===== src/sv/elc_pkg.sv =====
// ----------------------------------------------------------------------------
// elc_pkg
// Types, opcodes and status codes shared by the extended word machine.
// ----------------------------------------------------------------------------
package elc_pkg;

  typedef enum logic [1:0] {
    KIND_WRITE = 2'd0,
    KIND_READ  = 2'd1,
    KIND_REG   = 2'd2,
    KIND_EXEC  = 2'd3
  } kind_t;

  typedef enum logic [2:0] {
    ST_RUN     = 3'd0,
    ST_HALT    = 3'd1,
    ST_PCERR   = 3'd2,
    ST_ADDRERR = 3'd3,
    ST_ILLEGAL = 3'd4
  } mstat_t;

  localparam logic [9:0] OP_ADD   = 10'd0;
  localparam logic [9:0] OP_NAND  = 10'd1;
  localparam logic [9:0] OP_LW    = 10'd2;
  localparam logic [9:0] OP_SW    = 10'd3;
  localparam logic [9:0] OP_BEQ   = 10'd4;
  localparam logic [9:0] OP_JALR  = 10'd5;
  localparam logic [9:0] OP_HALT  = 10'd6;
  localparam logic [9:0] OP_MUL   = 10'd7;
  localparam logic [9:0] OP_XADD  = 10'd8;
  localparam logic [9:0] OP_SUB   = 10'd9;
  localparam logic [9:0] OP_XIMUL = 10'd10;
  localparam logic [9:0] OP_XOR   = 10'd11;
  localparam logic [9:0] OP_SHL   = 10'd12;
  localparam logic [9:0] OP_SLT   = 10'd13;
  localparam logic [9:0] OP_BLO   = 10'd14;
  localparam logic [9:0] OP_BGT   = 10'd15;
  localparam logic [9:0] OP_BT    = 10'd16;
  localparam logic [9:0] OP_CMP   = 10'd17;
  localparam logic [9:0] OP_CLC   = 10'd18;

  typedef struct packed {
    logic [1:0]         kind;
    logic [15:0]        address;
    logic signed [31:0] data;
    logic [2:0]         reg_index;
  } in_word_t;

  typedef struct packed {
    logic [2:0]         status;
    logic signed [31:0] read_value;
    logic signed [31:0] program_counter;
    logic               carry_flag;
    logic               sign_flag;
    logic               zero_flag;
    logic [31:0]        executed_count;
  } out_word_t;

  typedef enum logic [3:0] {
    S_CLEAR, S_IDLE, S_MEMRD, S_FETCH, S_DECODE, S_EXEC, S_LOAD, S_SWAP, S_OUT
  } state_t;

  // Controller to datapath commands.
  typedef struct packed {
    logic clear_step;
    logic latch_in;
    logic mem_port_rd;
    logic fetch;
    logic decode;
    logic exec;
    logic load_wb;
    logic swap;
    logic out_load;
  } cmd_t;

  // Datapath to controller status.
  typedef struct packed {
    logic clear_done;
    logic running;
    logic pc_ok;
    logic exec_done;
    logic is_load;
    logic is_swap;
  } sts_t;

endpackage


===== src/sv/elc_ctrl.sv =====
// ----------------------------------------------------------------------------
// elc_ctrl
// Sequencer: memory clearing pass, then one input word at a time.
// ----------------------------------------------------------------------------
module elc_ctrl
  import elc_pkg::*;
(
  input  logic  clk,
  input  logic  rst,
  input  logic  in_valid,
  input  kind_t in_kind,
  output logic  in_ready,
  input  logic  out_valid,
  input  logic  out_ready,
  input  sts_t  sts,
  output cmd_t  cmd
);

  state_t state, state_next;

  always_ff @(posedge clk) begin
    if (rst) state <= S_CLEAR;
    else     state <= state_next;
  end

  always_comb begin
    state_next = state;
    case (state)
      S_CLEAR: if (sts.clear_done) state_next = S_IDLE;
      S_IDLE: begin
        // A new word may enter once the output register is free or leaving.
        if (in_valid && (!out_valid || out_ready)) begin
          case (in_kind)
            KIND_READ: state_next = S_MEMRD;
            KIND_EXEC: state_next = S_FETCH;
            default:   state_next = S_OUT;
          endcase
        end
      end
      S_MEMRD:  state_next = S_OUT;
      S_FETCH:  state_next = (sts.running && sts.pc_ok) ? S_DECODE : S_OUT;
      S_DECODE: state_next = S_EXEC;
      S_EXEC: begin
        if (!sts.exec_done)   state_next = S_OUT;
        else if (sts.is_load) state_next = S_LOAD;
        else if (sts.is_swap) state_next = S_SWAP;
        else                  state_next = S_OUT;
      end
      S_LOAD:  state_next = S_OUT;
      S_SWAP:  state_next = S_OUT;
      S_OUT:   state_next = S_IDLE;
      default: state_next = S_CLEAR;
    endcase
  end

  always_comb begin
    cmd      = '0;
    in_ready = 1'b0;
    case (state)
      S_CLEAR: cmd.clear_step = 1'b1;
      S_IDLE: begin
        in_ready     = !out_valid || out_ready;
        cmd.latch_in = in_valid && in_ready;
      end
      S_MEMRD:  cmd.mem_port_rd = 1'b1;
      S_FETCH:  cmd.fetch = 1'b1;
      S_DECODE: cmd.decode = 1'b1;
      S_EXEC:   cmd.exec = 1'b1;
      S_LOAD:   cmd.load_wb = 1'b1;
      S_SWAP:   cmd.swap = 1'b1;
      S_OUT:    cmd.out_load = 1'b1;
      default:  cmd = '0;
    endcase
  end

endmodule


===== config.mk =====
export PLATFORM = sky130hd
export DESIGN_NAME = elc_ctrl
export DESIGN_NICKNAME = d
export VERILOG_FILES = /design/src/sv/elc_pkg.sv /design/src/sv/elc_ctrl.sv
export SDC_FILE = /design/constraint.sdc
export NUM_CORES = 1
export LEC_CHECK = 0
export BUFFER_PORTS_ARGS = -buffer_cell sky130_fd_sc_hd__buf_4
export CORE_AREA = 2 2 39 41
export DETAILED_ROUTE_END_ITERATION = 10
export DIE_AREA = 0 0 41 43
export REMOVE_ABC_BUFFERS = 1
export SYNTH_ARGS = -nofsm -noshare
export SYNTH_HDL_FRONTEND = slang
export SYNTH_SLANG_ARGS = --single-unit

===== constraint.sdc =====
create_clock -name clk -period 1.3 [get_ports clk]
set_input_delay 0 -clock clk [delete_from_list [all_inputs] [get_ports clk]]
set_output_delay 0 -clock clk [all_outputs]
set_load 0.02 [all_outputs]

## After elaboration in Yosys (flattened, before gate mapping)

Cells that the tools add are included.

- Equality and inequality tests: 12
- Muxes and demuxes: 18
- Reductions and logical operators: 7

Operator list:

| cell | count |
|---|---|
| 4-bit one-hot mux with 7 select lines | 1 |
| 4-bit two-way mux | 6 |
| 4-bit by 3-bit equality test with 1-bit output, second input constant | 4 |
| 1-bit two-way mux | 10 |
| 4-bit by 2-bit equality test with 1-bit output, second input constant | 2 |
| 4-bit one-hot mux with 2 select lines | 1 |
| 4-bit by 1-bit equality test with 1-bit output, second input constant | 1 |
| 4-bit equality test, second input constant | 1 |
| 4-bit logical NOT | 1 |
| 2-bit inequality test, second input constant | 2 |
| 3-bit OR reduction | 1 |
| 2-bit by 1-bit equality test with 1-bit output, second input constant | 1 |
| 2-bit equality test, second input constant | 1 |
| 1-bit logical AND | 2 |
| 2-bit AND reduction | 1 |
| 1-bit logical NOT | 1 |
| 1-bit logical OR | 1 |

- Bits of input ports: 13
- Register bits: 4
- Logic and storage cells: 38

## Logic depth before layout (Yosys ltp)

Gate-level depths: netlist of the first run.

- Depth in word-level cells: 5
- Gate-level depth with buffers: 5

## Worst setup path before layout of the first run

No wires, ideal clock.

- Path kind: reg-to-reg
- Start point: register state[3]
- End point: register state[2]
- Setup slack: -255 ps
- Cell stages (with the launch flop): 6
- Data required time: 1230 ps
- Arrival: 1485 ps
- Buffers on the path: 1
- Path through: dfxtp_1 > buf_6 > nand2b_4 > nor3b_1 > o211ai_1 > a21oi_1

- Word-level cells in the longest chain between the ends: 3

RTL lines:

| element | RTL line | RTL |
|---|---|---|
| start: declaration | elc_ctrl.sv:19 | `state_t state, state_next;` |
| start signal: assignment | elc_ctrl.sv:23 | `else state <= state_next;` |
| 4-bit by 3-bit equality test with 1-bit output, or another cell as far along | elc_ctrl.sv:28 | `case (state)` |
| 3-bit OR reduction (no line) / 2-bit inequality test (equally long branches) | - |  |
| 4-bit one-hot mux with 7 select lines / 2-bit AND reduction (equally long branches) | - |  |

Parallel ways exist; a longest one is shown, timed or not.
A chain may end at the register's enable or synchronous reset.

==> results.toml, run 1 <==
[synthesis]
avgSynthCellArea_sq_um = 7.839
yosysTopAreaCell = "dfxtp_1"
ys_top_cells_by_area = "dfxtp_1 (21%), buf_6 (12%), nor3_1 (6.5%)"
synthMuxAreaShare_pct = 0
synth.distinct_cells = 25
synth-xor-area-share_pct = 0
synth_seq_cells = 4
netlist.area_leader.share_pct = 20.85
yosys.area_share.simple_pct = 45.93
synth_top_family_by_area = "simple AND/OR/NAND/NOR gates"
synthCells = 49
synth-compound-area-share_pct = 20.52
synthesis.area_sq_um = 384.1
ys_warn_count = 0
yosys.area_share.adder_pct = 0
yosysSeqAreaShare_pct = 20.85

[timing]
relSlewSlack_pct = 79.80
hold_violations = 0
finalSetupViolCount = 4
clock_skew_ns = 0.001333
final_max_slew_viol_count = 0
max_freq_mhz = 730.1
finalCritPeriodShare_pct = 105.4
rsz0062_at_grt = "true"
finalHoldWorstSlack_ns = 0.05334
setup_ws_ns = -0.06968
min_period_ns = 1.370
tightest_slew_ns = 0.3016

[clock_network]
htreeDepth = 1
tritoncts = "yes"
clkSlewWorstSetupHoldPaths_ns = 0.04
insertion_delay_ns = 0.23
cts_made_buffers = 3
cts_sinks = 4
cts_root_buffer = "clkbuf_4"
clockBufferDepth = 2

[critical_path]
cp_max_fo = 3
cp.depth = 5
cp.arrival_ns = 1.37
r2r_cells = 5
crit_family = "simple AND/OR/NAND/NOR gates"
critPathBufInv = 2
rr_startpoint = "state[2]$_SDFFE_PP0P_"
cp_cell_sequence = "buf_6 -> nor4b_4 -> nor2b_4 -> and2_4 -> buf_6"
reg2reg_slack_ns = -0.03
startpoint_type = "register"
required_ns = 1.30
cpPeakStageDelay_ns = 0.33
r2r-end = "state[1]$_SDFFE_PP0P_"
crit_type = "register to output pin"
end_kind = "output pin"
crit_top_cell = "buf_6"
cp_slowest_cell = "dfxtp_2"

[detailed_routing]
vias = 489
viasPerCell = 4.890
routedWlPerCell_microns = 12.11
drt_iter0_drc = 5
drt-pass1-iter-count = 2
drt_wl_total_microns = 1211
drtAntennaViolNets = 0
drc_errors = 0

[final_layout]
fin_cells = 100
fin_util_pct = 53.98
largest_register_ffs = 4
regMostFlops = "state"
diodes = 0
largest_registers = "state x4"
num-fill-cells = 156
most-common-layout-cells = "buf_4 (31), nand2_1 (5), buf_6 (4)"
area_growth_pct = 94.46
layout.nets = 99
layout_commonest_cell = "buf_4"
layout-drive-gt1-share_pct = 67.86
post-route-cell-area_sq_um = 747.0

[min_path]
hold_depth = 3
hp-class = "input port to register"
min_from = "in_kind[0]"
whs_endpoint = "state[1]$_SDFFE_PP0P_"

[grt]
antenna_found_initial = 0
grt_max_degree = 10
grt-ovfl-total = 0
grt_pass1_vias = 473
grt_use_total_pct = 16.63
grt_pass1_wl_microns = 1973

[placement]
gp_congestion = 0.8502
io_buffers = 22
detailedPlace.worstSlack_ns = -0.03296
place_area_sq_um = 584.3
placed_cells = 91
dpl.hpwl_microns = 849.5

[floorplanning]
coreArea_sq_mm = 0.001384
rows = 14
die_x_microns = 41
die_h_microns = 43
io_pins = 23
start_util_pct = 27.76
dieArea_sq_mm = 0.001763

[run]
drv_cap = 0

[run_status]
violations = "setup timing"
status = "complete, but fails checks"

[pwr]
power.leakage_nw = 0.3326
p_per_area_mw_per_mm2 = 1190
vdd_ir_drop_max_mv = 0.5916
## cells by family (layout without fill, tap and decap cells)
group	after synthesis	after routing
AOI/OAI and AO/OA	12	12
and+or+nand+nor	28	28
buffers and inverters	5	40
DFF	4	4
## synth_stat cells
| cell type | number |
|---|---|
| nand2_1 | 5 |
| nor3_1 | 5 |
| buf_6 | 4 |
| dfxtp_1 | 4 |
| o21ai_0 | 4 |
| a21oi_1 | 3 |
| nor2_1 | 3 |
| and2_1 | 2 |
| nor2b_1 | 2 |
| nor3b_1 | 2 |
| a211oi_2 | 1 |
| a221oi_1 | 1 |
| a31oi_1 | 1 |
| and3_1 | 1 |
| inv_1 | 1 |
| nand2b_4 | 1 |
| nand4b_1 | 1 |
| nor2_2 | 1 |
| nor3_2 | 1 |
| nor4_1 | 1 |
| nor4b_2 | 1 |
| o211ai_1 | 1 |
| o31a_1 | 1 |
| or2b_1 | 1 |
| or4_1 | 1 |
## timing repair
action | 4_1_cts | 5_1_grt
buffers inserted | 3 | 2
resized for setup | 19 | 8
pin swaps | 3 | 2
setup endpoints to repair | 9 | 11
hold endpoints to repair | 2 | 0
hold buffers | 1 | 0
gates cloned | 0 | 0
## through the flow
stage	total power [mW]	TNS, ns
6_report	0.8888	-0.1623
2_1_floorplan	0.3937	-0.9838
3_5_place_dp	0.5551	-0.03502
5_1_grt	0.9566	-0.7423
4_1_cts	0.8210	-0.1807
3_3_place_gp	0.5530	-0.02166
## worst max path at each step
stage          slack, ns               endpoint                   from
6_report           -0.07                 cmd[7]  state[2]$_SDFFE_PP0P_
5_1_grt            -0.13                 cmd[7]  state[2]$_SDFFE_PP0P_
4_1_cts            -0.12                 cmd[7]  state[2]$_SDFFE_PP0P_
3_5_place_dp       -0.03  state[3]$_SDFFE_PP0P_  state[1]$_SDFFE_PP0P_
3_3_place_gp       -0.01  state[3]$_SDFFE_PP0P_  state[1]$_SDFFE_PP0P_
2_1_floorplan      -0.32  state[2]$_SDFFE_PP0P_  state[2]$_SDFFE_PP0P_
## final cells by class
| type | instances | area, sq um | share of cell area (%) |
|---|---|---|---|
| inverter | 1 | 3.754 | 0.5025 |
| multi-input combinational | 40 | 322.8 | 43.22 |
| tap | 16 | 20.02 | 2.680 |
| sequential | 4 | 90.09 | 12.06 |
| timing repair buffer | 36 | 287.8 | 38.53 |
| clock buffer | 3 | 22.52 | 3.015 |
## tightest hold or removal path, delay by kind of cell
kind | cells | cell delay [ns]
buffers and inverters | 1 | 0.12
AND/OR/NAND/NOR | 1 | 0.07
AO/OA/AOI/OAI | 1 | 0.05
## per-layer routing
metal	share of wire, %	routed length (microns)	up-vias	GRT usage [%]
met5	0	0	-	0
met4	0	0	0	4.000
met3	6.9	84	0	6.283
met2	54	649	23	28.75
met1	39	476	216	17.89
li1	-	-	250	-
## report_power, final
| part | switching (mW) | total (mW) | internal, mW | leakage, nW |
|---|---|---|---|---|
| Combinational | 0.227 | 0.533 | 0.306 | 0.284 |
| Clock | 0.0527 | 0.156 | 0.103 | 0.0138 |
| Sequential | 0.0456 | 0.200 | 0.154 | 0.0349 |
| Total | 0.325 | 0.889 | 0.563 | 0.333 |
Power figures use the tool's default switching activity.
==> run 2, diff against run 1 <==
--- a/config.mk
+++ b/config.mk
@@ -10,6 +10,7 @@
 export DETAILED_ROUTE_END_ITERATION = 10
 export DIE_AREA = 0 0 41 43
 export REMOVE_ABC_BUFFERS = 1
+export SETUP_SLACK_MARGIN = 0.2
 export SYNTH_ARGS = -nofsm -noshare
 export SYNTH_HDL_FRONTEND = slang
 export SYNTH_SLANG_ARGS = --single-unit
==> run 2 against run 1 <==
  * The flow still finishes with violations (setup timing)
  * Fmax down 6.3%
  * Sequential power fell by 5%
  * Routed wire length is 20% higher
==> results.toml, run 2 (synthesized netlist as in run 1, its figures left out) <==
[critical_path]
cp_max_fo = 4
critPathBufInv = 1
crit_type = "register to register"
r2r-end = "state[3]$_SDFFE_PP0P_"
startpoint_type = "register"
cp_slowest_cell = "or4_1"
cpPeakStageDelay_ns = 0.52
rr_startpoint = "state[1]$_SDFFE_PP0P_"
reg2reg_slack_ns = -0.16
r2r_cells = 5
required_ns = 1.47
end_kind = "register"
crit_start = "state[1]$_SDFFE_PP0P_"
crit_family = "simple AND/OR/NAND/NOR gates"
cp.arrival_ns = 1.63
cp_cell_sequence = "buf_4 -> nor3_2 -> nor3_1 -> or4_1 -> a21oi_2"
endpoint = "state[3]$_SDFFE_PP0P_"
cp.depth = 5

[detailed_routing]
drtAntennaViolNets = 0
routedWlPerCell_microns = 13.70
vias = 550
drt_wl_total_microns = 1452
drt_iter0_drc = 6
viasPerCell = 5.189
drc_errors = 0
drt-pass1-iter-count = 4

[final_layout]
layout.nets = 105
num-fill-cells = 148
area_growth_pct = 116.0
regMostFlops = "state"
layout_commonest_cell = "buf_4"
post-route-cell-area_sq_um = 829.5
largest_registers = "state x4"
layout-drive-gt1-share_pct = 73.33
most-common-layout-cells = "buf_4 (31), buf_6 (10)"
largest_register_ffs = 4
diodes = 0

[placement]
dpl.hpwl_microns = 849.5
gp_congestion = 0.8502
place_area_sq_um = 584.3
io_buffers = 22

[timing]
relSlewSlack_pct = 79.79
min_period_ns = 1.462
rsz0062_at_grt = "true"
finalSetupViolCount = 6
setup_ws_ns = -0.1623
tightest_slew_ns = 0.3026
final_max_slew_viol_count = 0
hold_violations = 0
finalHoldWorstSlack_ns = 0.03644
clock_skew_ns = 0.0002682
finalCritPeriodShare_pct = 112.5
max_freq_mhz = 683.9

[grt]
grt_use_total_pct = 18.74
grt_max_degree = 7
grt_pass1_wl_microns = 2208
grt-ovfl-total = 0
grt_pass1_vias = 549
antenna_found_initial = 0

[pwr]
vdd_ir_drop_max_mv = 0.6579
power.leakage_nw = 0.3810
finalPower_mw = 1.012
p_per_area_mw_per_mm2 = 1220

[clock_network]
clockBufferDepth = 2
htreeDepth = 1
insertion_delay_ns = 0.24
cts_sinks = 4
clkSlewWorstSetupHoldPaths_ns = 0.04
tritoncts = "yes"
cts_made_buffers = 3
cts_root_buffer = "clkbuf_4"

[floorplanning]
die_x_microns = 41
rows = 14
coreArea_sq_mm = 0.001384
start_util_pct = 27.76
die_h_microns = 43
io_pins = 23
dieArea_sq_mm = 0.001763

[run_status]
violations = "setup timing"
status = "complete, but fails checks"

[min_path]
hp-class = "input port to register"

[run]
drv_cap = 0
-- run 2: worst reg2reg max path: cells and delay by family, from the launching register on --
| kind | cells | cell delay [ns] |
|---|---|---|
| AND/OR/NAND/NOR | 3 | 0.73 |
| flip-flops | 1 | 0.35 |
| buffers and inverters | 1 | 0.16 |
| AO/OA/AOI/OAI | 1 | 0.15 |
-- run 2: final cells by class --
type                    count  area [sq um]  share of cell area [%]
well taps                  16         20.02                   2.413
inverters                   1         3.754                  0.4525
clock buffers               3         22.52                   2.715
repair buffers             42         355.3                   42.84
flip-flops and latches      4         90.09                   10.86
multi-input cells          40         337.8                   40.72
-- run 2: worst min-delay path by stage --
stage / from / endpoint / slack [ns] / depth (start not counted)
after floorplan: rst / state[2]$_SDFFE_PP0P_ / 0.07 / 1
after global placement: rst / state[2]$_SDFFE_PP0P_ / 0.20 / 2
after detailed placement: rst / state[2]$_SDFFE_PP0P_ / 0.19 / 2
after CTS: in_kind[0] / state[1]$_SDFFE_PP0P_ / 0.03 / 3
after global routing: in_kind[0] / state[1]$_SDFFE_PP0P_ / 0.04 / 3
final: in_kind[0] / state[1]$_SDFFE_PP0P_ / 0.04 / 3
-- run 2: per-layer routing --
metal	share of wire [%]	track usage (%)	vias up
met1	34	17.89	252
met5	0	0	-
met4	2.4	7.333	0
met3	7.3	6.806	6
met2	56	33.44	30
li1	-	-	262
-- run 2: metrics by stage --
| step | util (%) | setup WS (ns) | setup TNS (ns) | instances |
|---|---|---|---|---|
| 2_1_floorplan | - | -0.3194 | -0.9838 | 45 |
| 3_3_place_gp | 42.22 | -0.009635 | -0.02166 | 91 |
| 3_5_place_dp | 42.22 | -0.03296 | -0.03502 | 91 |
| 4_1_cts | 56.51 | -0.1218 | -0.2336 | 103 |
| 5_1_grt | 59.95 | -0.1926 | -0.8901 | 106 |
| 6_report | 59.95 | -0.1623 | -0.4323 | 106 |
-- run 2: power breakdown --
part	total, mW	internal, mW	leakage (nW)	switching (mW)
clock	0.160	0.104	0.0138	0.0560
sequential	0.189	0.154	0.0349	0.0348
combinational	0.664	0.383	0.332	0.281
-- run 2: what timing repair did --
action / CTS / global route
hold endpoints to repair: 2 / 0
setup endpoints to repair: 14 / 14
resized for setup: 32 / 7
hold buffers: 1 / 0
buffers inserted: 8 / 3
pin swaps: 9 / 4
==> run 3, diff against run 2 <==
--- a/config.mk
+++ b/config.mk
@@ -11,6 +11,7 @@
 export DIE_AREA = 0 0 41 43
 export REMOVE_ABC_BUFFERS = 1
 export SETUP_SLACK_MARGIN = 0.2
+export SKIP_LAST_GASP = 1
 export SYNTH_ARGS = -nofsm -noshare
 export SYNTH_HDL_FRONTEND = slang
 export SYNTH_SLANG_ARGS = --single-unit
==> run 3 against run 2 <==
  * The run still ends with setup timing left
  * Routed wire length fell by 6.1%
  * Setup slack gained 0.052 ns
  * Sequential share of layout area grew 0.083 points
  * Clock skew is essentially flat
  * Largest power group unchanged
  * Core utilization fell by 0.45 points
  * Power fell by 2.1%
  * Sequential power is 4% higher
==> results.toml, run 3 (synthesized netlist as in run 1, its figures left out) <==
[clock_network]
tritoncts = "yes"
htreeDepth = 1
clkSlewWorstSetupHoldPaths_ns = 0.04
cts_sinks = 4
cts_root_buffer = "clkbuf_4"
insertion_delay_ns = 0.24
cts_made_buffers = 3
clockBufferDepth = 2

[grt]
grt_max_degree = 7
grt_use_met1_pct = 18.21
grtUsageMet3_pct = 6.283
grt_busiest_layer = "met2"
grt_pass1_vias = 537
grt_pass1_wl_microns = 2194
grt-ovfl-total = 0
grt_use_total_pct = 18.64
antenna_found_initial = 0
use_met2_pct = 33.13

[placement]
dpl.hpwl_microns = 849.5
io_buffers = 22
gp_congestion = 0.8502

[final_layout]
diodes = 0
regMostFlops = "state"
area_growth_pct = 114.3
most-common-layout-cells = "buf_4 (31), buf_6 (10), nand2_1 (4)"
largest_registers = "state x4"
num-fill-cells = 148
layout-drive-gt1-share_pct = 71.43
layout.nets = 106
layout_commonest_cell = "buf_4"
seqCellArea_sq_um = 90.09
largest_register_ffs = 4
multi_input_area_sq_um = 326.6

[floorplanning]
start_util_pct = 27.76
die_h_microns = 43
die_x_microns = 41
rows = 14
io_pins = 23
coreArea_sq_mm = 0.001384
dieArea_sq_mm = 0.001763

[timing]
relSlewSlack_pct = 80.41
tightest_slew_ns = 0.2907
hold_violations = 0
finalSetupViolCount = 6
finalCritPeriodShare_pct = 108.5
finalHoldWorstSlack_ns = 0.03654
setup_tns_ns = -0.3215
max_freq_mhz = 709.1
rsz0062_at_grt = "true"
clock_skew_ns = 0.0005770
setup_ws_ns = -0.1103
final_max_slew_viol_count = 0
min_period_ns = 1.410

[critical_path]
end_kind = "output pin"
startpoint_type = "register"
cp_max_fo = 3
crit_type = "register to output pin"
r2r_cells = 5
required_ns = 1.30
cp.arrival_ns = 1.41

[detailed_routing]
drt_iter0_drc = 0
vias = 536
drt_wl_total_microns = 1363
drt-pass1-iter-count = 1
drtAntennaViolNets = 0
routedWlPerCell_microns = 12.74
viasPerCell = 5.009
drc_errors = 0

[pwr]
power.leakage_nw = 0.3748
p_per_area_mw_per_mm2 = 1204
vdd_ir_drop_max_mv = 0.6506
finalPower_mw = 0.9914

[min_path]
hold_depth = 3
hp-class = "input port to register"

[run]
drv_cap = 0

[run_status]
violations = "setup timing"
status = "complete, but fails checks"
[run 3: worst paths after layout]
path / startpoint / endpoint / slack, ns
worst max-delay path: state[2]$_SDFFE_PP0P_ / cmd[7] / -0.11
worst min-delay path: in_kind[0] / state[1]$_SDFFE_PP0P_ / 0.04
worst max register to register: state[1]$_SDFFE_PP0P_ / state[3]$_SDFFE_PP0P_ / -0.09
worst min register to register: state[3]$_SDFFE_PP0P_ / state[3]$_SDFFE_PP0P_ / 0.63
[run 3: per-layer routing]
layer / vias to the layer above / share of wire, %
met1: 243 / 34
met5: - / 0
met4: 0 / 2.1
met2: 26 / 56
met3: 2 / 7.5
li1: 265 / -
[run 3: area by class of cell]
class | instances | share of cell area, %
timing repair buffer | 43 | 43.77
multi-input combinational | 40 | 39.67
sequential | 4 | 10.94
clock buffer | 3 | 2.736
tap | 16 | 2.432
inverter | 1 | 0.4559
[run 3: worst max-delay path, cell delays in order (launching register included)]
cell,delay (ns)
dfxtp_2,0.33
buf_6,0.12
nor4b_4,0.28
nor2b_4,0.20
and2_4,0.14
buf_6,0.10
[run 3: power by group]
part,internal [mW],switching [mW]
Combinational,0.383,0.254
Sequential,0.154,0.0419
Clock,0.104,0.0554
Total,0.640,0.351
[run 3: what timing repair did]
action / in CTS / in global routing
setup buffers: 8 / 4
endpoints found under the hold margin: 2 / 0
gates resized for setup: 31 / 4
hold buffers: 1 / 0
setup endpoints to repair: 14 / 14
pin swaps: 9 / 3
[run 3: metrics by stage]
stage / instances / utilization [%] / instance area [sq um] / worst slack (ns)
6_report: 107 / 59.49 / 823.3 / -0.1103
2_1_floorplan: 45 / - / 339.1 / -0.3194
5_1_grt: 107 / 59.49 / 823.3 / -0.1816
3_5_place_dp: 91 / 42.22 / 584.3 / -0.03296
4_1_cts: 103 / 56.33 / 779.5 / -0.1218
3_3_place_gp: 91 / 42.22 / 584.3 / -0.009635
